`config.mk`:
```
export PLATFORM = sky130hd
export DESIGN_NAME = ial_cell
export DESIGN_NICKNAME = d
export VERILOG_FILES = /design/src/hdl/ial_pkg.sv /design/src/hdl/ial_cell.sv
export SDC_FILE = /design/constraint.sdc
export NUM_CORES = 1
export LEC_CHECK = 0
export BUFFER_PORTS_ARGS = -buffer_cell sky130_fd_sc_hd__buf_2
export CAP_MARGIN = 20
export CELL_PAD_IN_SITES_DETAIL_PLACEMENT = 1
export CELL_PAD_IN_SITES_GLOBAL_PLACEMENT = 1
export CORE_AREA = 5 5 170 131
export DETAILED_ROUTE_END_ITERATION = 8
export DIE_AREA = 0 0 175 136
export GPL_ROUTABILITY_DRIVEN = 0
export PLACE_DENSITY_LB_ADDON = 0.08
export SYNTH_ARGS = -nofsm -noshare
export SYNTH_HDL_FRONTEND = slang
export SYNTH_SLANG_ARGS = --single-unit
```
`constraint.sdc`:
```
create_clock -name aclk -period 7.7 [get_ports aclk]
set_clock_uncertainty 0.15 [all_clocks]
set_input_delay 0.385 -clock aclk [delete_from_list [all_inputs] [get_ports aclk]]
set_output_delay 0.385 -clock aclk [all_outputs]
set_load 0.05 [all_outputs]
```
`src/hdl/ial_pkg.sv`:
```
// shared types and constants for the interval annotation lookup
// used by the cell row and the top level; no dependencies
`default_nettype none

package ial_pkg;

    localparam int MAX_ENTRIES = 64;
    localparam int POS_W       = 16;
    localparam int ID_W        = 16;
    localparam int CNT_W       = $clog2(MAX_ENTRIES + 1);

    localparam int IN_FIELDS_W  = 2 + ID_W + 3 * POS_W;
    localparam int IN_TDATA_W   = ((IN_FIELDS_W + 7) / 8) * 8;
    localparam int OUT_FIELDS_W = 1 + ID_W + 1 + POS_W;
    localparam int OUT_TDATA_W  = ((OUT_FIELDS_W + 7) / 8) * 8;

    typedef enum logic [1:0] {
        OP_APPEND = 2'd0,
        OP_ANNOT  = 2'd1,
        OP_RESET  = 2'd2,
        OP_QUERY  = 2'd3
    } opcode_t;

    // token that walks the cell row, one cell per cycle while the row is not stalled
    typedef struct packed {
        logic             ins;
        logic             qry;
        logic [ID_W-1:0]  id;
        logic [POS_W-1:0] pos;
        logic [POS_W-1:0] size;
        logic [CNT_W-1:0] cnt;
        logic [POS_W-1:0] len;
        logic             ex_hit;
        logic [ID_W-1:0]  ex_id;
        logic             ct_hit;
        logic [POS_W:0]   best;
        logic [ID_W-1:0]  ct_id;
        logic             dropped;
        logic [POS_W-1:0] cur_len;
    } wave_t;

endpackage

`default_nettype wire

```
`src/hdl/ial_cell.sv`:
```
// one cell of the annotation row: holds one entry and updates the passing token
// depends on ial_pkg
`default_nettype none

module ial_cell
    import ial_pkg::*;
(
    input  wire logic             aclk,
    input  wire logic             aresetn,
    input  wire logic             adv,
    input  wire logic [CNT_W-1:0] cell_idx,
    input  wire logic             wave_in_valid,
    input  wire wave_t            wave_in,
    output logic                  wave_out_valid,
    output wave_t                 wave_out
);

    logic [ID_W-1:0]  id_reg;
    logic [POS_W-1:0] start_reg;
    logic [POS_W-1:0] size_reg;
    logic             valid_reg;
    wave_t            wave_reg;
    wave_t            wave_next;

    logic             in_use;
    logic             special;
    logic             exact;
    logic [POS_W:0]   end_sum;
    logic             contains;

    always_comb begin
        in_use   = cell_idx < wave_in.cnt;
        // single entry at zero on an empty text
        special  = (cell_idx == '0) && (wave_in.len == '0) && (wave_in.pos == '0) &&
                   (wave_in.cnt == CNT_W'(1)) && (start_reg == '0);
        exact    = ((wave_in.size != '0) && (start_reg == wave_in.pos) &&
                    (size_reg == wave_in.size)) || special;
        end_sum  = {1'b0, start_reg} + {1'b0, size_reg};
        contains = (wave_in.pos >= start_reg) && ({1'b0, wave_in.pos} < end_sum) &&
                   (wave_in.best > {1'b0, size_reg});
        wave_next = wave_in;
        if (wave_in.qry && in_use) begin
            if (!wave_in.ex_hit && exact) begin
                wave_next.ex_hit = 1'b1;
                wave_next.ex_id  = id_reg;
            end
            if (contains) begin
                wave_next.ct_hit = 1'b1;
                wave_next.best   = {1'b0, size_reg};
                wave_next.ct_id  = id_reg;
            end
        end
    end

    always_ff @(posedge aclk) begin
        if (!aresetn) begin
            valid_reg <= 1'b0;
        end else if (adv) begin
            valid_reg <= wave_in_valid;
        end
    end

    always_ff @(posedge aclk) begin
        if (adv) begin
            wave_reg <= wave_next;
            if (wave_in_valid && wave_in.ins && (cell_idx == wave_in.cnt)) begin
                id_reg    <= wave_in.id;
                start_reg <= wave_in.pos;
                size_reg  <= wave_in.size;
            end
        end
    end

    assign wave_out_valid = valid_reg;
    assign wave_out       = wave_reg;

endmodule

`default_nettype wire

```
* After elaboration in Yosys (flattened, before gate mapping)
Cells that the tools add are included.
** Operators by class
- Reductions and logical operators :: 20
- $mul :: 0
- Shift-type cells :: 0
- $lt $le $gt $ge :: 4
- Mux-type cells :: 3
- Add/sub/neg operators :: 1
- Equality and inequality tests :: 4
- Bitwise logic cells :: 0
- Div/mod/pow operators :: 0
** Operator list (count)
- two-way mux 51 bit :: 1
- zero test 16 bit :: 3
- two-way mux 34 bit :: 1
- == test 16 bit :: 2
- adder 16 x 16 -> 17 bit :: 1
- greater-than comparator 17 x 16 -> 1 bit :: 1
- less-than comparator 16 x 17 -> 1 bit :: 1
- two-way mux 17 bit :: 1
- >= comparator 16 bit :: 1
- nonzero test 16 bit :: 1
- logical AND 1 bit :: 12
- == test 7 x 1 -> 1 bit, second input constant :: 1
- == test 7 bit :: 1
- zero test 7 bit :: 1
- less-than comparator 7 bit :: 1
- AND reduction 2 bit :: 1
- zero test 1 bit :: 1
- logical OR 1 bit :: 1
** Word-level totals
- Logic and storage cells :: 50
- Output and inout bits :: 142
- ROM bits :: 0
- Memory bits (writable) :: 0
- Memories kept :: 0
- Register bits :: 190
- Latch bits :: 0

* Longest topological paths before layout
Gate-level depths: netlist of run 1.
- Word-level depth :: 9
- Depth in mapped cells :: 18
- Mapped depth without buffers :: 17

* Least setup slack after synthesis of run 1
Ideal clock, no wire load.
- Path kind :: input -> register
- Start point :: in wave_in[88] (netlist bit)
- End point :: reg id_reg[0] (enable)
- Path slack :: 2919 ps
- Stages on the path :: 4
- Arrival time :: 4118 ps
- Path through :: inv_1 ha_1 nand4_1 nor3_1
** On the way
- Word-level cells in the longest chain between the ends :: 3
** Ends and longest elaborated chain
- start, declared :: RTL line ial_cell.sv:13 : input wire wave_t wave_in,
- == test 7 bit :: RTL line ial_cell.sv:66 : if (wave_in_valid && wave_in.ins && (cell_idx == wave_in.cnt)) begin
- logical AND 1 bit :: RTL line ial_cell.sv:66
- AND reduction 2 bit (no source line)
- end signal, assigned :: RTL line ial_cell.sv:67 : id_reg <= wave_in.id;
- end, declared :: RTL line ial_cell.sv:18 : logic [ID_W-1:0] id_reg;
Every way passes these cells.
A chain may end at the register's enable or synchronous reset.

==> impl_metrics.json, run 1 <==
{
  "grt_start_max_net_pins": 59,
  "core_um2": 20600,
  "outcome": "completed",
  "fp.dieH_um": 136,
  "grt_pass1_vias": 6968,
  "fin_crit_sh": 0.658,
  "clk_path_buf_depth": 2,
  "firstDrtPassIters": 4,
  "largest_register_ffs": 141,
  "synth_area_leaders": "edfxtp_1, ha_1, mux2_4, mux2_2, inv_1",
  "cp_cell_sequence": "ha_1, a21oi_1, o21ai_0, a221oi_2, o311ai_0, a21o_1, a21oi_1, xor2_1, ha_1, o211ai_1, nor3_1, a211oi_2, a221oi_2, nor3_4, buf_4, mux2_2",
  "cp_data_required_time_ns": 7.74,
  "max_slew_margin": 0.497,
  "grtUsageTotal": 0.222,
  "final_hold_viol_count": 0,
  "drt_iter0_drc": 376,
  "power.total_w": 0.00254,
  "endpoint_kind": "flip-flop",
  "tightest_slew_ns": 0.754,
  "synth_top_area_frac": 0.645,
  "synth_most_common_cell": "edfxtp_1",
  "ys_seq_area_frac": 0.647,
  "critical_path_class": "flip-flop to flip-flop",
  "pre_cts_slack_ns": 2.18,
  "vias_per_cell": 5.21,
  "clkLatencyLatePin_ns": 0.44,
  "diodes": 0,
  "cts.repair.resized": 0,
  "syn_nets": 788,
  "drive_above_1_share": 0.406,
  "cts-root-buf": "clkbuf_16",
  "initial_core_util": 0.427,
  "syn2layout_area_growth_pct": 33.7,
  "startpoint_type": "flip-flop",
  "timing.final.crit_period_ns": 5.07,
  "grt.overflow.total": 0,
  "die_x_um": 175,
  "synth_cells": 565,
  "slowest_stage": "nor3_4",
  "fp-row-count": 46,
  "antenna_found_initial": 1,
  "cts.htree.levels": 4,
  "min_from": "wave_in[103]",
  "syn_area_um2": 8800,
  "finish.net_count": 1158,
  "timing.hold.ws_ns": 0.0429,
  "cts_tree": "built",
  "ir_drop_mv": 0.119,
  "synth_edf_count": 189,
  "clk_pin_slew_ns": 0.08,
  "worst_path_largest_cell_delay_ns": 0.46,
  "crit_fanout": 17,
  "wirelength_um": 26500,
  "cp.arrival_ns": 5.11,
  "fmax_mhz": 197,
  "min_path_type": "primary input to flip-flop",
  "port_buffers": 293,
  "cts_buffers": 17,
  "final.setup.worst_slack_ns": 2.63,
  "synth_ff_type": "edfxtp_1",
  "yosys.area.top_type": "edfxtp_1",
  "fin_tns_setup_ns": 0,
  "ys_async_sr_fraction": 0,
  "num_vias": 6319,
  "ys_ff_latch": 190,
  "grt_setup_unrepaired": "no",
  "power.leakage_nw": 5.02,
  "drc": 0,
  "syn_area_per_cell_um2": 15.6,
  "synth_common_cells": "edfxtp_1, ha_1, inv_1",
  "hpwl_um": 19700,
  "setup_viol": 0,
  "setup.worst_path.start": "start_reg[8]",
  "yosysWarnings": 0,
  "clock-sinks": 190,
  "routedWlPerCell_um": 21.8,
  "io_pins": 294,
  "dieArea_um2": 23800,
  "powerDensity_nw_per_um2": 216,
  "slew_viol_final": 0,
  "ant_nets": 0,
  "timing.rr.start": "start_reg[8]",
  "ys_types": 55,
  "max-cap-violations": 0,
  "grt_pass1_wl_um": 40200
}
==> cell type report <==
class,instances,area (µm²)
flip-flops and latches,190,5700
inverters,50,188
fillers,2108,8840
repair buffers,355,2090
multi-input cells,321,2880
clock buffers,17,425
well taps,264,330
clock inverters,15,159
==> per-layer routing <==
layer	global-route usage	vias to the layer above	part of all wire	routed length, µm
met5	0	-	0.00064	17
met3	0.0528	25	0.060	1600
li1	-	2943	-	-
met4	0.0554	2	0.012	325
met1	0.286	3119	0.43	11500
met2	0.381	230	0.49	13100
==> cell usage in the layout (no fill, tap or decap), types with 6 or more instances in the layout <==
cell type	count
o21ai_0	11
inv_8	6
inv_1	50
nand2_1	13
nand4_1	15
dlygate4sd3_1	57
clkbuf_16	17
nor3_1	7
xnor2_1	16
xor2_1	12
nor2_1	10
a21oi_1	23
nand3_1	13
mux2_2	17
a21o_1	8
edfxtp_1	189
ha_1	70
buf_2	292
mux2_4	29
nor4_1	21
==> power by group <==
part           internal, W  switching (W)  total, W
logic             0.000126       0.000312  0.000438
clock network     0.000437       0.000444  0.000882
registers          0.00120      0.0000157   0.00122
==> path summary, 6_finish.rpt <==
kind / to / slack, ns / depth (start not counted)
min: wave_out[103] / 0.04 / 1
max: wave_out[19] / 2.63 / 16
max reg2reg: wave_out[19] / 2.63 / 16
min reg2reg: wave_out_valid / 0.40 / 2
==> cell families (layout without fill, tap and decap cells) <==
logic type	count (synthesis)	in the layout	share of synthesized area
compound gates	77	77	0.0608
xor+xnor	28	28	0.0279
fa+ha+maj	71	71	0.102
buf+inv	54	437	0.0260
flops	190	190	0.647
mux	48	48	0.0738
simple gates	97	97	0.0626
==> what timing repair did <==
item                                    CTS  global route
endpoints found under the setup margin    0             0
hold buffers                             57             0
buffers inserted                          0             0
endpoints found under the hold margin    73             0
==> stage by stage <==
stage          utilization  std cells  instance area [µm²]
2_1_floorplan            -        565                 8800
3_3_place_gp         0.514       1122                10600
3_5_place_dp         0.514       1122                10600
4_1_cts              0.570       1211                11800
5_1_grt              0.571       1212                11800
6_report             0.571       1212                11800
==> critical path: cells and delay by family, from the launching register on <==
kind            cells  cell delay (ns)
simple gates        2             0.58
flops               1             0.44
xor+xnor            1             0.16
buf+inv             1             0.43
fa+ha+maj           2             0.69
compound gates      9             1.99
mux                 1             0.37
Note: power is estimated with default switching activity, not from simulation.
==> run 2: changes to the inputs <==
--- a/config.mk
+++ b/config.mk
@@ -9,9 +9,9 @@
 export CAP_MARGIN = 20
 export CELL_PAD_IN_SITES_DETAIL_PLACEMENT = 1
 export CELL_PAD_IN_SITES_GLOBAL_PLACEMENT = 1
-export CORE_AREA = 5 5 170 131
+export CORE_AREA = 5 5 176 135
 export DETAILED_ROUTE_END_ITERATION = 8
-export DIE_AREA = 0 0 175 136
+export DIE_AREA = 0 0 181 140
 export GPL_ROUTABILITY_DRIVEN = 0
 export PLACE_DENSITY_LB_ADDON = 0.08
 export SYNTH_ARGS = -nofsm -noshare
==> constraint.sdc (replaced) <==
create_clock -name aclk -period 5.1 [get_ports aclk]
set_clock_uncertainty 0.15 [all_clocks]
set_input_delay 0.255 -clock aclk [delete_from_list [all_inputs] [get_ports aclk]]
set_output_delay 0.255 -clock aclk [all_outputs]
set_load 0.05 [all_outputs]
==> run 2 against run 1 <==
Effect of this change: core utilization increased by 0.88 points; count of clock-buffer cells in the layout increased by 1; setup slack got worse by 2.1 ns; non-clock buffer count increased by 80; largest power group unchanged; critical endpoint is now wave_out[17]; cell area increased by 7.5%; sequential power increased by 51%; flip-flop and latch count unchanged; routed wire length increased by 9.2%; clock power increased by 60%; sequential share of layout area decreased by 3.4 points; combinational power increased by 64%; worst hold slack got worse by 0.032 ns.
==> impl_metrics.json, run 2 (synthesized netlist as in run 1, its figures left out) <==
{
  "outcome": "completed",
  "core_um2": 21800,
  "p_comb_frac": 0.181,
  "final_common_cell": "buf_2",
  "die_x_um": 181,
  "tightest_slew_ns": 0.841,
  "max_slew_margin": 0.439,
  "worstSetupPathDepth": 17,
  "slowest_stage": "edfxtp_1",
  "wirelength_um": 28900,
  "utilization": 0.580,
  "met3_usage": 0.0516,
  "ir_drop_mv": 0.178,
  "clk_pin_slew_ns": 0.08,
  "fin_area_um2": 12700,
  "p_seq_frac": 0.464,
  "cts-root-buf": "clkbuf_16",
  "grt_use_met2": 0.390,
  "port_buffers": 293,
  "grt_busiest_layer": "met2",
  "grt.overflow.total": 0,
  "powerDensity_nw_per_um2": 313,
  "timing.hold.ws_ns": 0.0106,
  "internal_power_w": 0.00276,
  "grt_setup_unrepaired": "no",
  "max-cap-violations": 0,
  "crit_family": "compound AO/OA/AOI/OAI gates",
  "ff2ff_setup_slack_ns": 0.51,
  "syn2layout_area_growth_pct": 43.8,
  "cp_data_required_time_ns": 5.14,
  "power.leakage_nw": 5.37,
  "cp_cell_sequence": "ha_1, fa_1, a211oi_2, o21bai_1, a21oi_2, o21ai_0, a21o_1, xnor2_1, ha_1, nand3_1, o22ai_1, a211o_1, a211oi_2, a221oi_2, nor3_4, buf_12, mux2_2",
  "setup.worst_path.start": "size_reg[0]",
  "cts.htree.levels": 4,
  "num_vias": 6606,
  "place_area_um2": 10600,
  "hpwl_um": 20000,
  "grt_pass1_vias": 7319,
  "fill_cells": 2200,
  "fmax_mhz": 218,
  "timing.rr.start": "size_reg[0]",
  "drive_above_1_share": 0.374,
  "crit_buf_inv": 1,
  "finish.net_count": 1238,
  "final_hold_viol_count": 0,
  "ant_nets": 0,
  "fin_tns_setup_ns": 0,
  "clkLatencyLatePin_ns": 0.44,
  "endpoint": "wave_out[17]",
  "timing.final.crit_period_ns": 4.59,
  "startpoint_type": "flip-flop",
  "fp-row-count": 47,
  "dieArea_um2": 25300,
  "fin_crit_sh": 0.900,
  "fp.dieH_um": 140,
  "grt_pass1_wl_um": 43900,
  "dp_cells": 1152,
  "cp.arrival_ns": 4.63,
  "io_pins": 294,
  "routedWlPerCell_um": 21.8,
  "grtUsageTotal": 0.225,
  "layout_common_cells": "buf_2, edfxtp_1, dlygate4sd3_1, ha_1, inv_1",
  "r2r_end": "wave_out[17]",
  "clk_path_buf_depth": 2,
  "met1_usage": 0.288,
  "critical_path_class": "flip-flop to flip-flop",
  "min_path_type": "primary input to flip-flop",
  "drt_iter0_drc": 269,
  "clkPwrFrac": 0.355,
  "grt_start_max_net_pins": 65,
  "largest_register_ffs": 141,
  "switching_power_w": 0.00121,
  "worst-r2r-cell-count": 17,
  "slew_viol_final": 0,
  "drc": 0,
  "clock-sinks": 190,
  "worst_path_largest_cell_delay_ns": 0.46,
  "netSwitchingFraction": 0.304,
  "setup_viol": 0,
  "cts_buffers": 17,
  "endpoint_kind": "flip-flop",
  "cts_tree": "built",
  "crit_fanout": 33,
  "fin_cells": 1325,
  "firstDrtPassIters": 4,
  "vias_per_cell": 4.99,
  "antenna_found_initial": 3,
  "initial_core_util": 0.403
}
run 2: what timing repair did:
item / in CTS / in global routing
gates resized for setup: 0 / 1
setup buffers: 0 / 0
endpoints found under the hold margin: 185 / 0
hold buffers: 138 / 0
setup endpoints to repair: 0 / 4
run 2: power by group through the flow:
| stage | clock network (W) | logic (W) | registers [W] |
|---|---|---|---|
| floorplan | 0 | 0.0000933 | 0.00218 |
| finish | 0.00141 | 0.000718 | 0.00184 |
| global placement | 0 | 0.000618 | 0.00187 |
| global route | 0.00149 | 0.000755 | 0.00185 |
| CTS | 0.00143 | 0.000716 | 0.00184 |
| detailed placement | 0 | 0.000629 | 0.00187 |
run 2: per-layer routing:
metal | vias to the layer above | part of all wire
met5 | - | 0
met4 | 0 | 0.015
met3 | 29 | 0.066
met2 | 219 | 0.50
met1 | 3259 | 0.42
li1 | 3099 | -
run 2: final cells by class:
type / count / area, µm² / share of cell area
Sequential cell: 190 / 5700 / 0.450
Inverter: 50 / 188 / 0.0148
Timing Repair Buffer: 435 / 2900 / 0.229
Tap cell: 294 / 368 / 0.0291
Antenna cell: 3 / 7.51 / 0.000593
Clock inverter: 14 / 186 / 0.0147
Multi-Input combinational cell: 321 / 2880 / 0.228
Clock buffer: 18 / 429 / 0.0339
run 2: how the worst min path moves through the flow:
stage            startpoint      endpoint  slack, ns  cells after the start
2_1_floorplan  wave_in[123]     id_reg[0]       0.20                      0
3_3_place_gp    wave_in[16]  wave_out[16]       0.28                      1
3_5_place_dp     wave_in[9]   wave_out[9]       0.29                      1
4_1_cts         wave_in[47]  wave_out[47]      0.003                      2
5_1_grt         wave_in[47]  wave_out[47]       0.01                      2
6_report        wave_in[47]  wave_out[47]       0.01                      2
run 2: metrics by stage:
stage / setup slack [ns] / power, W
finish: 0.510 / 0.00397
global route: 0.200 / 0.00410
CTS: 0.363 / 0.00399
detailed placement: 0.396 / 0.00250
global placement: 0.580 / 0.00249
floorplan: 0.449 / 0.00227
run 2: worst reg2reg max path: cells and delay by family, from the launching register on:
| family | cells | cell delay, ns |
|---|---|---|
| multiplexers | 1 | 0.38 |
| AND/OR/NAND/NOR | 2 | 0.32 |
| buffers and inverters | 1 | 0.29 |
| adder cells (fa/ha/maj) | 3 | 0.98 |
| XOR/XNOR | 1 | 0.14 |
| AO/OA/AOI/OAI | 9 | 1.63 |
| flip-flops | 1 | 0.46 |
==> run 3: changes to the inputs <==
--- a/config.mk
+++ b/config.mk
@@ -5,11 +5,12 @@
 export SDC_FILE = /design/constraint.sdc
 export NUM_CORES = 1
 export LEC_CHECK = 0
-export BUFFER_PORTS_ARGS = -buffer_cell sky130_fd_sc_hd__buf_2
+export BUFFER_PORTS_ARGS = -buffer_cell sky130_fd_sc_hd__buf_4
 export CAP_MARGIN = 20
 export CELL_PAD_IN_SITES_DETAIL_PLACEMENT = 1
 export CELL_PAD_IN_SITES_GLOBAL_PLACEMENT = 1
 export CORE_AREA = 5 5 176 135
+export CTS_BUF_LIST = sky130_fd_sc_hd__clkbuf_16
 export DETAILED_ROUTE_END_ITERATION = 8
 export DIE_AREA = 0 0 181 140
 export GPL_ROUTABILITY_DRIVEN = 0
==> run 3 against run 2 <==
Effect of this change: register-to-register slack got worse by 0.19 ns; first-iteration DRC count increased by 20%; critical path depth decreased by 1; count of clock-buffer cells in the layout decreased by 1; global-route usage hardly changed.
==> impl_metrics.json, run 3 (synthesized netlist as in run 1, its figures left out) <==
{
  "drt_iter0_drc": 323,
  "die_x_um": 181,
  "tightest_slew_ns": 0.830,
  "ant_nets": 0,
  "clk_pin_slew_ns": 0.08,
  "r2r_end": "wave_out[18]",
  "met3_usage": 0.0534,
  "clk_path_buf_depth": 2,
  "final_common_cell": "buf_4",
  "worst_path_largest_cell_delay_ns": 0.71,
  "min_to": "wave_out_valid",
  "layout_common_cells": "buf_4, edfxtp_1, dlygate4sd3_1, ha_1, inv_1",
  "power.leakage_nw": 5.63,
  "cts-root-buf": "clkbuf_16",
  "slew_viol_final": 0,
  "crit_fanout": 33,
  "grtUsageTotal": 0.224,
  "p_seq_frac": 0.463,
  "cp_cell_sequence": "ha_1, nand4_1, nor2_1, nand2_1, o311ai_0, a21o_1, a21oi_1, xor2_1, ha_1, o211ai_1, nor3_1, a211oi_2, a221oi_2, nor3_4, buf_12, mux2_2",
  "fin_crit_sh": 0.937,
  "grt_pass1_wl_um": 43900,
  "dieArea_um2": 25300,
  "drc": 0,
  "cts_buffers": 17,
  "fp-row-count": 47,
  "grt.overflow.total": 0,
  "hpwl_um": 20200,
  "internal_power_w": 0.00279,
  "cp_data_required_time_ns": 5.14,
  "clkLatencyLatePin_ns": 0.43,
  "startpoint_type": "flip-flop",
  "timing.final.crit_period_ns": 4.78,
  "worst-r2r-cell-count": 16,
  "ir_drop_mv": 0.164,
  "num_vias": 6698,
  "syn2layout_area_growth_pct": 52.4,
  "largest_register_ffs": 141,
  "max_slew_margin": 0.440,
  "critical_path_class": "flip-flop to flip-flop",
  "pre_cts_slack_ns": 0.398,
  "cts.repair.resized": 0,
  "min_path_type": "primary input to flip-flop",
  "utilization": 0.615,
  "endpoint_kind": "flip-flop",
  "port_buffers": 293,
  "ff2ff_setup_slack_ns": 0.32,
  "max-cap-violations": 0,
  "cp.arrival_ns": 4.82,
  "grt_use_met2": 0.391,
  "clkPwrFrac": 0.335,
  "grt_setup_unrepaired": "no",
  "p_comb_frac": 0.202,
  "timing.hold.ws_ns": 0.0134,
  "fill_cells": 2094,
  "finish.net_count": 1242,
  "antenna_found_initial": 1,
  "final_hold_viol_count": 0,
  "grt_busiest_layer": "met2",
  "path_common_cell": "ha_1",
  "min_from": "wave_in_valid",
  "cts.htree.levels": 4,
  "netSwitchingFraction": 0.300,
  "grt_start_max_net_pins": 90,
  "fmax_mhz": 209,
  "holdPathStages": 3,
  "met1_usage": 0.289,
  "io_pins": 294,
  "clock-sinks": 190,
  "slowest_stage": "o311ai_0",
  "switching_power_w": 0.00120,
  "setup_viol": 0,
  "firstDrtPassIters": 4,
  "cts_tree": "built",
  "fin_tns_setup_ns": 0,
  "initial_core_util": 0.403,
  "drive_above_1_share": 0.373,
  "vias_per_cell": 5.05,
  "routedWlPerCell_um": 22.0,
  "core_um2": 21800,
  "outcome": "completed",
  "timing.rr.start": "size_reg[9]",
  "wirelength_um": 29100,
  "final.setup.worst_slack_ns": 0.319,
  "fp.dieH_um": 140,
  "powerDensity_nw_per_um2": 297,
  "grt_pass1_vias": 7317
}
==> run 3: changes by cell type in the layout (fill, tap and decap cells not counted), sizes merged <==
cell / previous run / this run
dlygate4sd3: 138 / 142
diode: 3 / 1
bufinv: 1 / 0
clkbuf: 18 / 17
clkinv: 6 / 7
clkinvlp: 0 / 1
==> run 3: power groups by stage <==
stage               Clock (W)  Combinational (W)  Sequential, W
floorplan                   0          0.0000933        0.00218
global placement            0           0.000698        0.00188
detailed placement          0           0.000709        0.00188
CTS                   0.00136           0.000802        0.00184
global route          0.00144           0.000842        0.00185
finish                0.00133           0.000807        0.00185
==> run 3: what timing repair did <==
item / in CTS / in global routing
hold endpoints to repair: 190 / 0
setup buffers: 0 / 0
hold buffers: 142 / 0
==> run 3: final cells by class <==
class,instances,area [µm²],share of cell area
diodes,1,2.50,0.000187
clock buffers,17,425,0.0317
clock inverters,15,166,0.0124
inverters,50,188,0.0140
multi-input cells,321,2880,0.215
flip-flops and latches,190,5700,0.425
well taps,294,368,0.0274
repair buffers,439,3690,0.275
==> run 3: how the worst max path moves through the flow <==
stage                         endpoint        start  depth (start not counted)  slack [ns]
after floorplan              id_reg[0]  wave_in[88]                          4        0.45
after global placement    wave_out[17]  size_reg[0]                         17        0.59
after detailed placement  wave_out[19]  size_reg[0]                         17        0.40
after CTS                 wave_out[18]  size_reg[0]                         17        0.37
after global routing      wave_out[18]  size_reg[0]                         17        0.08
final                     wave_out[18]  size_reg[9]                         16        0.32
==> run 3: layer usage <==
| layer | routed length (µm) | share of wire | up-vias |
|---|---|---|---|
| met5 | 0 | 0 | - |
| met4 | 266 | 0.0091 | 0 |
| met3 | 1580 | 0.054 | 17 |
| met2 | 14700 | 0.51 | 214 |
| met1 | 12500 | 0.43 | 3356 |
| li1 | - | - | 3111 |
==> run 3: worst max-delay path, delay by kind of cell, from the launching register on <==
family / cells / cell delay (ns)
simple gates: 5 / 0.77
fa+ha+maj: 2 / 0.75
mux: 1 / 0.37
flops: 1 / 0.47
compound gates: 6 / 1.58
xor+xnor: 1 / 0.15
buf+inv: 1 / 0.28
==> run 3: through the flow <==
step,std cells,area [µm²],power [W]
finish,1327,13400,0.00399
global route,1327,13400,0.00414
CTS,1325,13400,0.00401
detailed placement,1151,11400,0.00259
global placement,1151,11400,0.00257
floorplan,565,8800,0.00227
